File: config.mk
export PLATFORM = sky130hd
export DESIGN_NAME = playfair_digram_cipher_core
export DESIGN_NICKNAME = d
export VERILOG_FILES = /design/src/sv/pfc_pkg.sv /design/src/sv/playfair_digram_cipher_core.sv /design/src/sv/pfc_front.sv /design/src/sv/pfc_queue.sv /design/src/sv/pfc_back.sv
export SDC_FILE = /design/constraint.sdc
export NUM_CORES = 1
export LEC_CHECK = 0
export BUFFER_PORTS_ARGS = -buffer_cell sky130_fd_sc_hd__buf_2
export CAP_MARGIN = 5
export CORE_ASPECT_RATIO = 0.9
export CORE_MARGIN = 2
export CORE_UTILIZATION = 45
export DETAILED_ROUTE_END_ITERATION = 10
export PLACE_DENSITY_LB_ADDON = 0.2
export SYNTH_ARGS = -nofsm -noshare
export SYNTH_HDL_FRONTEND = slang
export SYNTH_SLANG_ARGS = --single-unit
File: constraint.sdc
create_clock -name i_clk -period 4.2 [get_ports i_clk]
set_input_delay 0.84 -clock i_clk [delete_from_list [all_inputs] [get_ports i_clk]]
set_output_delay 0.84 -clock i_clk [all_outputs]
set_load 0.01 [all_outputs]
File: src/sv/pfc_pkg.sv
package pfc_pkg;

    // Geometry of the key square and the letter code.
    localparam int SIDE      = 5;
    localparam int LETTER_W  = 5;
    localparam int IDX_W     = 3;
    localparam int ROW_W     = SIDE * LETTER_W;

    // Configuration port.
    localparam int CFG_IDX_W  = 3;
    localparam int CFG_DATA_W = ROW_W;

    // Queue between the pairing front and the cipher back.
    localparam int QUEUE_DEPTH = 4;
    localparam int QUEUE_PTR_W = 2;
    localparam int QUEUE_CNT_W = 3;

    // Letter codes that the cipher treats specially.
    localparam logic [LETTER_W-1:0] LETTER_I   = 5'd8;
    localparam logic [LETTER_W-1:0] LETTER_J   = 5'd9;
    localparam logic [LETTER_W-1:0] LETTER_X   = 5'd23;
    localparam logic [LETTER_W-1:0] LETTER_Z   = 5'd25;
    localparam logic [LETTER_W-1:0] LETTER_MAX = 5'd25;

    // Configuration register indexes.
    typedef enum logic [CFG_IDX_W-1:0] {
        REG_ROW0     = 3'd0,
        REG_ROW1     = 3'd1,
        REG_ROW2     = 3'd2,
        REG_ROW3     = 3'd3,
        REG_ROW4     = 3'd4,
        REG_DECIPHER = 3'd5,
        REG_MERGE    = 3'd6
    } t_cfg_reg;

    // Letter merge rules; the unused code passes letters through.
    typedef enum logic [1:0] {
        MERGE_J_TO_I = 2'd0,
        MERGE_I_TO_J = 2'd1,
        MERGE_Z_TO_J = 2'd2
    } t_merge;

    // Key square: row, then column, then letter bits.
    typedef logic [SIDE-1:0][SIDE-1:0][LETTER_W-1:0] t_square;

    // One digram waiting to be enciphered.
    typedef struct packed {
        logic [LETTER_W-1:0] first;
        logic [LETTER_W-1:0] second;
        logic                fin;
    } t_digram;

    // A push from the front into the queue.
    typedef struct packed {
        logic    valid;
        t_digram dig;
    } t_push;

    // Queue head as seen by the back.
    typedef struct packed {
        logic    valid;
        t_digram dig;
    } t_head;

    // Position of a letter in the key square.
    typedef struct packed {
        logic             found;
        logic [IDX_W-1:0] row;
        logic [IDX_W-1:0] col;
    } t_loc;

endpackage

File: src/sv/playfair_digram_cipher_core.sv
// Playfair digram cipher core.
//
// Input channel (i_valid, o_stall, i_letter, i_end_of_text) takes one letter
// code per transfer, 0 for a through 25 for z; i_end_of_text marks the last
// letter of a message. Output channel (o_valid, i_stall and the o_out_*,
// o_final_pair, o_not_in_square fields) delivers one enciphered or
// deciphered digram per transfer.
// Letters are taken one per cycle while o_stall is low. A letter that
// repeats the held letter at the end of a message makes two digrams, and the
// input stalls while the second one is queued. A completed digram is queued;
// from the queue head it passes a stage that locates its letters in the key
// square, then the row, column or rectangle rule into the output register.
// Digrams leave at one per cycle while i_stall is low.
// A four-entry queue sits between the pairing logic and the cipher pipeline.
// While i_stall is high the output holds its digram; the queue absorbs input
// until it fills, then o_stall rises.
// Reset clears the held letter, the queue, the pipeline and all
// configuration registers. The user writes the configuration port (i_cfg_we,
// i_cfg_index, i_cfg_data) only while no message is in flight; not enforced.
module playfair_digram_cipher_core
    import pfc_pkg::*;
(
    input  logic                  i_clk,
    input  logic                  i_rst_n,
    input  logic                  i_valid,
    output logic                  o_stall,
    input  logic [LETTER_W-1:0]   i_letter,
    input  logic                  i_end_of_text,
    output logic                  o_valid,
    input  logic                  i_stall,
    output logic [LETTER_W-1:0]   o_out_first,
    output logic [LETTER_W-1:0]   o_out_second,
    output logic                  o_final_pair,
    output logic                  o_not_in_square,
    input  logic                  i_cfg_we,
    input  logic [CFG_IDX_W-1:0]  i_cfg_index,
    input  logic [CFG_DATA_W-1:0] i_cfg_data
);

    t_square    r_square;
    logic       r_decipher;
    logic [1:0] r_merge;

    t_push push;
    logic  queue_full;
    t_head head;
    logic  pop;

    // Configuration registers.
    always_ff @(posedge i_clk) begin
        if (!i_rst_n) begin
            r_square   <= '0;
            r_decipher <= 1'b0;
            r_merge    <= 2'd0;
        end else if (i_cfg_we) begin
            unique case (t_cfg_reg'(i_cfg_index))
                REG_ROW0:     r_square[0] <= i_cfg_data[ROW_W-1:0];
                REG_ROW1:     r_square[1] <= i_cfg_data[ROW_W-1:0];
                REG_ROW2:     r_square[2] <= i_cfg_data[ROW_W-1:0];
                REG_ROW3:     r_square[3] <= i_cfg_data[ROW_W-1:0];
                REG_ROW4:     r_square[4] <= i_cfg_data[ROW_W-1:0];
                REG_DECIPHER: r_decipher  <= i_cfg_data[0];
                REG_MERGE:    r_merge     <= i_cfg_data[1:0];
                default:      r_merge     <= r_merge;
            endcase
        end
    end

    // Pairing front end.
    pfc_front u_front (
        .i_clk         (i_clk),
        .i_rst_n       (i_rst_n),
        .i_valid       (i_valid),
        .o_stall       (o_stall),
        .i_letter      (i_letter),
        .i_end_of_text (i_end_of_text),
        .i_merge_rule  (r_merge),
        .i_queue_full  (queue_full),
        .o_push        (push)
    );

    // Digram queue.
    pfc_queue u_queue (
        .i_clk   (i_clk),
        .i_rst_n (i_rst_n),
        .i_push  (push),
        .o_full  (queue_full),
        .o_head  (head),
        .i_pop   (pop)
    );

    // Cipher back end.
    pfc_back u_back (
        .i_clk           (i_clk),
        .i_rst_n         (i_rst_n),
        .i_square        (r_square),
        .i_decipher      (r_decipher),
        .i_head          (head),
        .o_pop           (pop),
        .o_valid         (o_valid),
        .i_stall         (i_stall),
        .o_out_first     (o_out_first),
        .o_out_second    (o_out_second),
        .o_final_pair    (o_final_pair),
        .o_not_in_square (o_not_in_square)
    );

endmodule

File: src/sv/pfc_front.sv
module pfc_front
    import pfc_pkg::*;
(
    input  logic                i_clk,
    input  logic                i_rst_n,
    input  logic                i_valid,
    output logic                o_stall,
    input  logic [LETTER_W-1:0] i_letter,
    input  logic                i_end_of_text,
    input  logic [1:0]          i_merge_rule,
    input  logic                i_queue_full,
    output t_push               o_push
);

    logic                r_held_valid;
    logic [LETTER_W-1:0] r_held_letter;
    logic                r_pend_valid;
    logic [LETTER_W-1:0] r_pend_letter;

    logic                n_held_valid;
    logic [LETTER_W-1:0] n_held_letter;
    logic                n_pend_valid;
    logic [LETTER_W-1:0] n_pend_letter;

    logic                accept;
    logic [LETTER_W-1:0] merged;

    // A pending second digram or a full queue holds off the sender.
    assign o_stall = r_pend_valid | i_queue_full;
    assign accept  = i_valid & ~o_stall;

    // Letter merge ahead of pairing.
    always_comb begin
        merged = i_letter;
        case (t_merge'(i_merge_rule))
            MERGE_J_TO_I: if (i_letter == LETTER_J) merged = LETTER_I;
            MERGE_I_TO_J: if (i_letter == LETTER_I) merged = LETTER_J;
            MERGE_Z_TO_J: if (i_letter == LETTER_Z) merged = LETTER_J;
            default:      merged = i_letter;
        endcase
    end

    // Pairing: decide which digram, if any, each transfer produces.
    always_comb begin
        n_held_valid  = r_held_valid;
        n_held_letter = r_held_letter;
        n_pend_valid  = r_pend_valid;
        n_pend_letter = r_pend_letter;
        o_push        = '0;

        if (r_pend_valid && !i_queue_full) begin
            // Second digram of a repeat on the final letter.
            o_push.valid      = 1'b1;
            o_push.dig.first  = r_pend_letter;
            o_push.dig.second = LETTER_X;
            o_push.dig.fin    = 1'b1;
            n_pend_valid      = 1'b0;
        end else if (accept) begin
            if (!r_held_valid) begin
                if (i_end_of_text) begin
                    o_push.valid      = 1'b1;
                    o_push.dig.first  = merged;
                    o_push.dig.second = LETTER_X;
                    o_push.dig.fin    = 1'b1;
                end else begin
                    n_held_valid  = 1'b1;
                    n_held_letter = merged;
                end
            end else if (r_held_letter == merged) begin
                // Repeated letter: close the held one with x.
                o_push.valid      = 1'b1;
                o_push.dig.first  = r_held_letter;
                o_push.dig.second = LETTER_X;
                o_push.dig.fin    = 1'b0;
                if (i_end_of_text) begin
                    n_held_valid  = 1'b0;
                    n_pend_valid  = 1'b1;
                    n_pend_letter = merged;
                end
            end else begin
                o_push.valid      = 1'b1;
                o_push.dig.first  = r_held_letter;
                o_push.dig.second = merged;
                o_push.dig.fin    = i_end_of_text;
                n_held_valid      = 1'b0;
            end
        end
    end

    // Control state.
    always_ff @(posedge i_clk) begin
        if (!i_rst_n) begin
            r_held_valid <= 1'b0;
            r_pend_valid <= 1'b0;
        end else begin
            r_held_valid <= n_held_valid;
            r_pend_valid <= n_pend_valid;
        end
    end

    // Held and pending letters.
    always_ff @(posedge i_clk) begin
        r_held_letter <= n_held_letter;
        r_pend_letter <= n_pend_letter;
    end

endmodule

File: src/sv/pfc_queue.sv
module pfc_queue
    import pfc_pkg::*;
(
    input  logic  i_clk,
    input  logic  i_rst_n,
    input  t_push i_push,
    output logic  o_full,
    output t_head o_head,
    input  logic  i_pop
);

    t_digram                r_mem [QUEUE_DEPTH];
    logic [QUEUE_PTR_W-1:0] r_wr_ptr;
    logic [QUEUE_PTR_W-1:0] r_rd_ptr;
    logic [QUEUE_CNT_W-1:0] r_count;

    logic do_push;
    logic do_pop;

    assign o_full       = (r_count == QUEUE_CNT_W'(QUEUE_DEPTH));
    assign o_head.valid = (r_count != '0);
    assign o_head.dig   = r_mem[r_rd_ptr];

    assign do_push = i_push.valid & ~o_full;
    assign do_pop  = i_pop & o_head.valid;

    // Pointers and fill count.
    always_ff @(posedge i_clk) begin
        if (!i_rst_n) begin
            r_wr_ptr <= '0;
            r_rd_ptr <= '0;
            r_count  <= '0;
        end else begin
            if (do_push) r_wr_ptr <= r_wr_ptr + 1'b1;
            if (do_pop)  r_rd_ptr <= r_rd_ptr + 1'b1;
            r_count <= r_count + QUEUE_CNT_W'(do_push) - QUEUE_CNT_W'(do_pop);
        end
    end

    // Entry storage.
    always_ff @(posedge i_clk) begin
        if (do_push) r_mem[r_wr_ptr] <= i_push.dig;
    end

endmodule

File: src/sv/pfc_back.sv
module pfc_back
    import pfc_pkg::*;
(
    input  logic                i_clk,
    input  logic                i_rst_n,
    input  t_square             i_square,
    input  logic                i_decipher,
    input  t_head               i_head,
    output logic                o_pop,
    output logic                o_valid,
    input  logic                i_stall,
    output logic [LETTER_W-1:0] o_out_first,
    output logic [LETTER_W-1:0] o_out_second,
    output logic                o_final_pair,
    output logic                o_not_in_square
);

    // First match in row-major order wins.
    function automatic t_loc locate(input logic [LETTER_W-1:0] letter,
                                    input t_square sq);
        t_loc loc;
        loc = '0;
        for (int r = SIDE - 1; r >= 0; r--) begin
            for (int c = SIDE - 1; c >= 0; c--) begin
                if (sq[r][c] == letter) begin
                    loc.found = 1'b1;
                    loc.row   = IDX_W'(r);
                    loc.col   = IDX_W'(c);
                end
            end
        end
        if (letter > LETTER_MAX) loc.found = 1'b0;
        return loc;
    endfunction

    // One step around the square, forward or back.
    function automatic logic [IDX_W-1:0] wrap_step(input logic [IDX_W-1:0] idx,
                                                   input logic back);
        logic [IDX_W-1:0] res;
        if (back) res = (idx == '0) ? IDX_W'(SIDE - 1) : idx - 1'b1;
        else      res = (idx == IDX_W'(SIDE - 1)) ? '0 : idx + 1'b1;
        return res;
    endfunction

    logic    r_s1_valid;
    t_digram r_s1_dig;
    t_loc    r_s1_loc_a;
    t_loc    r_s1_loc_b;

    logic                r_out_valid;
    logic [LETTER_W-1:0] r_out_first;
    logic [LETTER_W-1:0] r_out_second;
    logic                r_out_fin;
    logic                r_out_bad;

    logic                out_en;
    logic                s1_en;
    logic [LETTER_W-1:0] n_first;
    logic [LETTER_W-1:0] n_second;
    logic                n_bad;

    // The whole back pipeline moves whenever the output register can take data.
    assign out_en = ~r_out_valid | ~i_stall;
    assign s1_en  = ~r_s1_valid | out_en;
    assign o_pop  = i_head.valid & s1_en;

    // Stage 1: find both letters in the square.
    always_ff @(posedge i_clk) begin
        if (!i_rst_n) begin
            r_s1_valid <= 1'b0;
        end else if (s1_en) begin
            r_s1_valid <= i_head.valid;
        end
    end

    always_ff @(posedge i_clk) begin
        if (s1_en) begin
            r_s1_dig   <= i_head.dig;
            r_s1_loc_a <= locate(i_head.dig.first, i_square);
            r_s1_loc_b <= locate(i_head.dig.second, i_square);
        end
    end

    // Stage 2: row, column or rectangle rule.
    always_comb begin
        n_bad    = ~r_s1_loc_a.found | ~r_s1_loc_b.found;
        n_first  = r_s1_dig.first;
        n_second = r_s1_dig.second;
        if (!n_bad) begin
            if (r_s1_loc_a.row == r_s1_loc_b.row) begin
                n_first  = i_square[r_s1_loc_a.row][wrap_step(r_s1_loc_a.col, i_decipher)];
                n_second = i_square[r_s1_loc_b.row][wrap_step(r_s1_loc_b.col, i_decipher)];
            end else if (r_s1_loc_a.col == r_s1_loc_b.col) begin
                n_first  = i_square[wrap_step(r_s1_loc_a.row, i_decipher)][r_s1_loc_a.col];
                n_second = i_square[wrap_step(r_s1_loc_b.row, i_decipher)][r_s1_loc_b.col];
            end else begin
                n_first  = i_square[r_s1_loc_a.row][r_s1_loc_b.col];
                n_second = i_square[r_s1_loc_b.row][r_s1_loc_a.col];
            end
        end
    end

    // Output register.
    always_ff @(posedge i_clk) begin
        if (!i_rst_n) begin
            r_out_valid <= 1'b0;
        end else if (out_en) begin
            r_out_valid <= r_s1_valid;
        end
    end

    always_ff @(posedge i_clk) begin
        if (out_en) begin
            r_out_first  <= n_first;
            r_out_second <= n_second;
            r_out_fin    <= r_s1_dig.fin;
            r_out_bad    <= n_bad;
        end
    end

    assign o_valid         = r_out_valid;
    assign o_out_first     = r_out_first;
    assign o_out_second    = r_out_second;
    assign o_final_pair    = r_out_fin;
    assign o_not_in_square = r_out_bad;

endmodule

==> results.ini, run 1 <==
[sta]
fin_setup_tns_ns=0
setup_viol=0
post-route-period-util=0.953
slew_violations=0
rsz0062_at_grt=no
tightest_slew_ns=1.17
whs_ns=0.421
hold_viol=0
finClkSkew_ns=0.0198
finalCriticalPeriod_ns=4.00
fin_ws_ns=0.198
slew_headroom=0.220
max_freq_mhz=250

[worst_setup_path]
cp.required_ns=4.49
setup.worst_path.end_class=register
reg2reg_depth=9
cp_max_fo=22
path_class=reg -> reg
rrSetupSlack_ns=0.20
crit_arrival_ns=4.29
start_kind=register
rr_endpoint=u_back.r_s1_loc_a[1]

[final_layout]
final_cell_mix=nand2_1 (298), xnor2_1 (158), dfxtp_1 (141)
final_common_cell=nand2_1
area_delta_synth_final_pct=6.32
fin_nets=2000
drive_gt1_frac=0.157

[hold_path]
hold_start=u_back.r_s1_dig[0]
min_path_cells=0
hold-path-endpoint=u_back.o_final_pair
hold_path.class=reg -> reg

[synthesis]
synthSimpleGateAreaFrac=0.145
synth.area.mux_share=0.179
seq_area_frac_synth=0.300
synth-xor-area-share=0.130
yosys_most_used_dff=dfxtp_1
synth_area_um2=18500
synth_top_family_by_area=multiplexers
synth.area.top_cells=dfxtp_1 (15%), edfxtp_1 (15%), mux4_2 (8.8%)
synth_compound_area_frac=0.156
synth_cells=2049
ys_warn_count=0
yosysTopAreaCell=dfxtp_1
synthesis.nets=2111
async_flop_share=0
syn_avg_cell_area_um2=9.03
ys_ff_latch=232
synth-edff-count=91
yosysTopAreaCellShare=0.153
synthDistinctLibCells=82
synthAdderAreaFrac=0.0160

[floorplan]
die_area_um2=42700
die_w_um=218
num_rows=70
die_y_um=196
coreArea_um2=40600
initial_core_util=0.456
pin_count=53

[route]
vias=16035
first_pass_iters=6
finalWirelength_um=75700
viasPerCell=6.41
ant_nets=0
wl_per_cell_um=30.3
drt-initial-drc-count=1819
drt_drc_violations_left=0

[cts]
clk_pin_slew_worst_paths_ns=0.06
cts-buffers-inserted=28
clock-sinks=232
clk_path_buf_depth=3
insertion_delay_ns=0.59
clockRootBuffer=clkbuf_16
cts_resized=0
h-tree-depth=1
holdBufCountCts=0
postCtsSetupBuffers=0
cts_tree=done

[global_routing]
met3_usage=0.0830
grt_max_degree=70
grt_use_total=0.354
top_usage_layer=met2
grt_use_met1=0.493
grt_pass1_wl_um=110000
first_global_vias=15177
overflow=0
antenna_found_initial=3
use_met2=0.522

[run]
maxCapViolations=0

[place]
dpl.hpwl_um=55800
pre_cts_ws_ns=0.289
portBuffers=52
place.gp.congestion=1.06

[power_and_ir_drop]
p_leak_nw=6.88
ir_worst_vdd_mv=0.413
p_per_area_nw_per_um2=632

[run_status]
outcome=complete, no violations

-- layout make-up --
class / instances / area, µm²
Inverter: 30 / 113
Tap cell: 540 / 676
Clock inverter: 17 / 118
Antenna cell: 1 / 2.50
Multi-Input combinational cell: 1518 / 11600
Sequential cell: 232 / 5560
Clock buffer: 34 / 786
Fill cell: 3895 / 20900
Timing Repair Buffer: 128 / 833
-- cell usage after synthesis, drive strengths merged, types with 3 or more instances --
library cell,n
a21boi,127
mux2i,134
a22o,7
buf,109
a21oi,42
ha,22
mux4,73
o31ai,6
nand2b,6
nor2,63
edfxtp,91
and2,16
xnor2,162
a22oi,26
inv,28
nor3,76
or2,4
o31a,6
nor4,11
o22ai,37
mux2,29
a31oi,11
nand2,298
and3,7
nor2b,21
o21bai,5
xor2,108
dfxtp,141
o22a,6
nand3b,3
or3,3
nor3b,3
o21ai,53
clkbuf,160
a222oi,5
o211ai,7
a2bb2oi,19
nand3,65
a211oi,7
o211a,3
o2bb2ai,17
-- worst max path at each step --
stage	from	endpoint	slack, ns
2_1_floorplan	u_back.r_s1_loc_b[3]	u_back.o_out_second[2]	0.48
5_1_grt	register	u_back.r_s1_loc_a[1]	0.11
6_report	register	u_back.r_s1_loc_a[1]	0.20
4_1_cts	register	u_back.r_s1_loc_a[1]	0.26
3_5_place_dp	register	u_back.r_s1_loc_a[1]	0.29
3_3_place_gp	register	u_back.r_s1_loc_a[1]	0.27
-- per-stage QoR --
step                total power, mW  instance area (µm²)   util  std cells
floorplan                      8.01                18500      -       2049
global placement               9.85                18800  0.463       2448
detailed placement             9.88                18800  0.463       2448
CTS                            12.3                19700  0.485       2499
global route                   13.0                19700  0.485       2499
finish                         12.4                19700  0.485       2500
-- power breakdown --
part           switching [mW]  internal, mW  total [mW]
sequential              0.309          2.74        3.05
clock                    1.06          1.34        2.40
combinational            4.32          2.67        6.99
total                    5.69          6.75        12.4
-- flip-flops by register name, indices dropped and copies added (netlist names), named ones only --
register	flops
r_merge	2
u_back.r_s1_loc_a	7
u_queue.r_mem	44
u_back.o_not_in_square	1
u_back.o_out_first	5
u_back.o_out_second	5
r_decipher	1
u_front.r_held_valid	1
u_back.o_final_pair	1
u_back.r_s1_valid	1
r_square	125
u_back.r_s1_loc_b	7
u_queue.r_wr_ptr	2
u_front.r_held_letter	5
u_front.r_pend_valid	1
u_back.r_s1_dig	11
u_front.r_pend_letter	5
u_queue.r_count	3
u_back.o_valid	1
u_queue.r_rd_ptr	2
-- critical path, cell delays in order (launching register included) --
cell	delay [ns]
dfxtp_1	0.64
buf_4	0.24
mux4_2	0.89
buf_4	0.34
xnor2_1	0.16
nand3_1	0.09
nor3_1	0.62
nor4_1	0.16
nor4_1	0.33
o22ai_1	0.23
-- kinds of logic after synthesis --
logic type,Yosys count
AO/OA/AOI/OAI,405
buffers and inverters,299
flip-flops,232
adder cells (fa/ha/maj),23
XOR/XNOR,270
multiplexers,236
AND/OR/NAND/NOR,584
-- per-layer routing --
layer / vias to the layer above / share of wire
met4: 2 / 0.053
met5: - / 0.00085
met3: 224 / 0.11
met1: 7840 / 0.41
met2: 986 / 0.42
li1: 6983 / -
Note: power is estimated with default switching activity, not from simulation.
==> run 2: changes to the inputs <==
- ABC_CLOCK_PERIOD_IN_PS: default -> 4200
- CORE_UTILIZATION: 45 -> 64
==> run 2 against run 1 <==
Combinational power decreased by 2%. Via count is 2.1% higher. Clock skew rose by 0.0096 ns. Critical path depth is the same. Critical endpoint is now u_back.r_s1_loc_a[2]. Largest power group unchanged. Highest routed layer unchanged.
==> results.ini, run 2 (synthesized netlist as in run 1, its figures left out) <==
[route]
drt_drc_violations_left=0  ; unchanged
ant_nets=0  ; unchanged
finalWirelength_um=69800  ; -7.7%
wl_per_cell_um=30.4  ; +0.46%
viasPerCell=7.13  ; +11%
first_pass_iters=8  ; +2
vias=16368  ; +2.1%
drt-initial-drc-count=2315  ; +27%

[final_layout]
top_register=r_square
fill_cells=2320  ; -40%
top_regs=r_square x125, u_queue.r_mem x44, u_back.r_s1_dig x11
multi_input_area_um2=11600  ; about the same
fin_nets=1972  ; -1.4%
final_common_cell=nand2_1
drive_gt1_frac=0.143  ; -0.0136
fin_area_um2=19200  ; -2.3%
final_cell_mix=nand2_1 (298), xnor2_1 (158), dfxtp_1 (141)
area_delta_synth_final_pct=3.86
regArea_um2=5560  ; unchanged
largest_reg_flops=125  ; unchanged
post-route-util=0.671  ; +0.186

[cts]
insertion_delay_ns=0.59  ; about the same
clockRootBuffer=clkbuf_16
postCtsSetupBuffers=0  ; unchanged
cts-buffers-inserted=25  ; -11%
h-tree-depth=1  ; unchanged
cts_tree=done
clock-sinks=232  ; unchanged
clk_path_buf_depth=3  ; unchanged
cts_resized=0  ; unchanged
clk_pin_slew_worst_paths_ns=0.06  ; about the same
holdBufCountCts=0  ; unchanged

[sta]
rsz0062_at_grt=no
finClkSkew_ns=0.0294  ; +0.00960 ns
slew_violations=0  ; unchanged
max_freq_mhz=247  ; -1.2%
finalCriticalPeriod_ns=4.05  ; +0.0482 ns
tightest_slew_ns=1.29  ; +0.116 ns
hold_viol=0  ; unchanged
slew_headroom=0.143  ; -0.0775
post-route-period-util=0.964  ; +0.0115
fin_setup_tns_ns=0  ; unchanged
setup_viol=0  ; unchanged

[worst_setup_path]
path_class=reg -> reg
critPathSlowestCell=nor3_1
path_cells=buf_4 -> mux4_2 -> xnor2_1 -> nand3_1 -> nor3_1 -> nor2b_1 -> a311o_1 -> o211ai_1 -> a21oi_1
setup.worst_path.end_class=register
start_kind=register
cp.required_ns=4.53  ; +0.04 ns
critical_path_buf_inv_count=1  ; -1
crit_arrival_ns=4.38  ; +0.09 ns
slowest_delay_ns=0.92  ; +0.03 ns
cp_max_fo=17  ; -23%
crit_family=simple AND/OR/NAND/NOR gates

[global_routing]
grt_max_degree=112  ; +60%
grt_pass1_wl_um=101000  ; -7.7%
grt_use_total=0.460  ; +0.106
overflow=0  ; unchanged
antenna_found_initial=2  ; -1
first_global_vias=15165  ; -0.079%

[floorplan]
die_area_um2=30300  ; -29%
num_rows=59  ; -16%
initial_core_util=0.646  ; +0.190
die_w_um=183  ; -16%
die_y_um=165  ; -16%
pin_count=53  ; unchanged
coreArea_um2=28600  ; -29%

[power_and_ir_drop]
p_per_area_nw_per_um2=633  ; +0.11%
power_mw=12.2  ; -2.2%
ir_worst_vdd_mv=0.592  ; +43%
p_leak_nw=6.72  ; -2.3%

[run]
maxCapViolations=0  ; unchanged

[hold_path]
hold_path.class=reg -> reg

[place]
dpl_cell_area_um2=18300  ; -2.2%
portBuffers=52  ; unchanged
dpl.hpwl_um=50000  ; -11%
place.gp.congestion=1.13  ; +7.4%

[run_status]
outcome=complete, no violations

run 2: cell types whose count changed in the layout (fill, tap and decap cells not counted), moves of 2 or more:
cell / delta
clkinv_2: -6
clkbuf_16: -3
clkinv_1: -2
clkbuf_8: +2
clkbuf_4: +2
buf_4: -25
run 2: final timing paths:
path,startpoint,slack (ns),endpoint,depth (start not counted)
worst min register to register,u_back.r_s1_dig[0],0.40,u_back.o_final_pair,0
worst min-delay path,u_back.r_s1_dig[0],0.40,u_back.o_final_pair,0
worst max-delay path,register,0.15,u_back.r_s1_loc_a[2],9
worst max register to register,register,0.15,u_back.r_s1_loc_a[2],9
run 2: final cells by class:
| type | count | share of cell area |
|---|---|---|
| clock inverters | 10 | 0.00534 |
| repair buffers | 103 | 0.0336 |
| well taps | 366 | 0.0238 |
| clock buffers | 36 | 0.0394 |
| flip-flops and latches | 232 | 0.289 |
| multi-input cells | 1518 | 0.603 |
| diodes | 2 | 0.000260 |
| inverters | 30 | 0.00586 |
run 2: metrics by stage:
stage,std cells,hold WS (ns),worst slack (ns)
after global placement,2249,0.400,0.534
after floorplan,2049,0.400,0.480
after CTS,2295,0.396,0.527
final,2297,0.398,0.150
after global routing,2295,0.428,0.0389
after detailed placement,2249,0.405,0.518
run 2: power by group:
group          switching [mW]  internal [mW]
logic                    4.24           2.60
registers               0.265           2.73
clock network           0.999           1.33
total                    5.50           6.66
run 2: per-layer routing:
metal  wire [µm]  GRT usage
met4        5920      0.309
met1       25500      0.575
met5          59          0
met2       28600      0.671
met3        9740      0.166
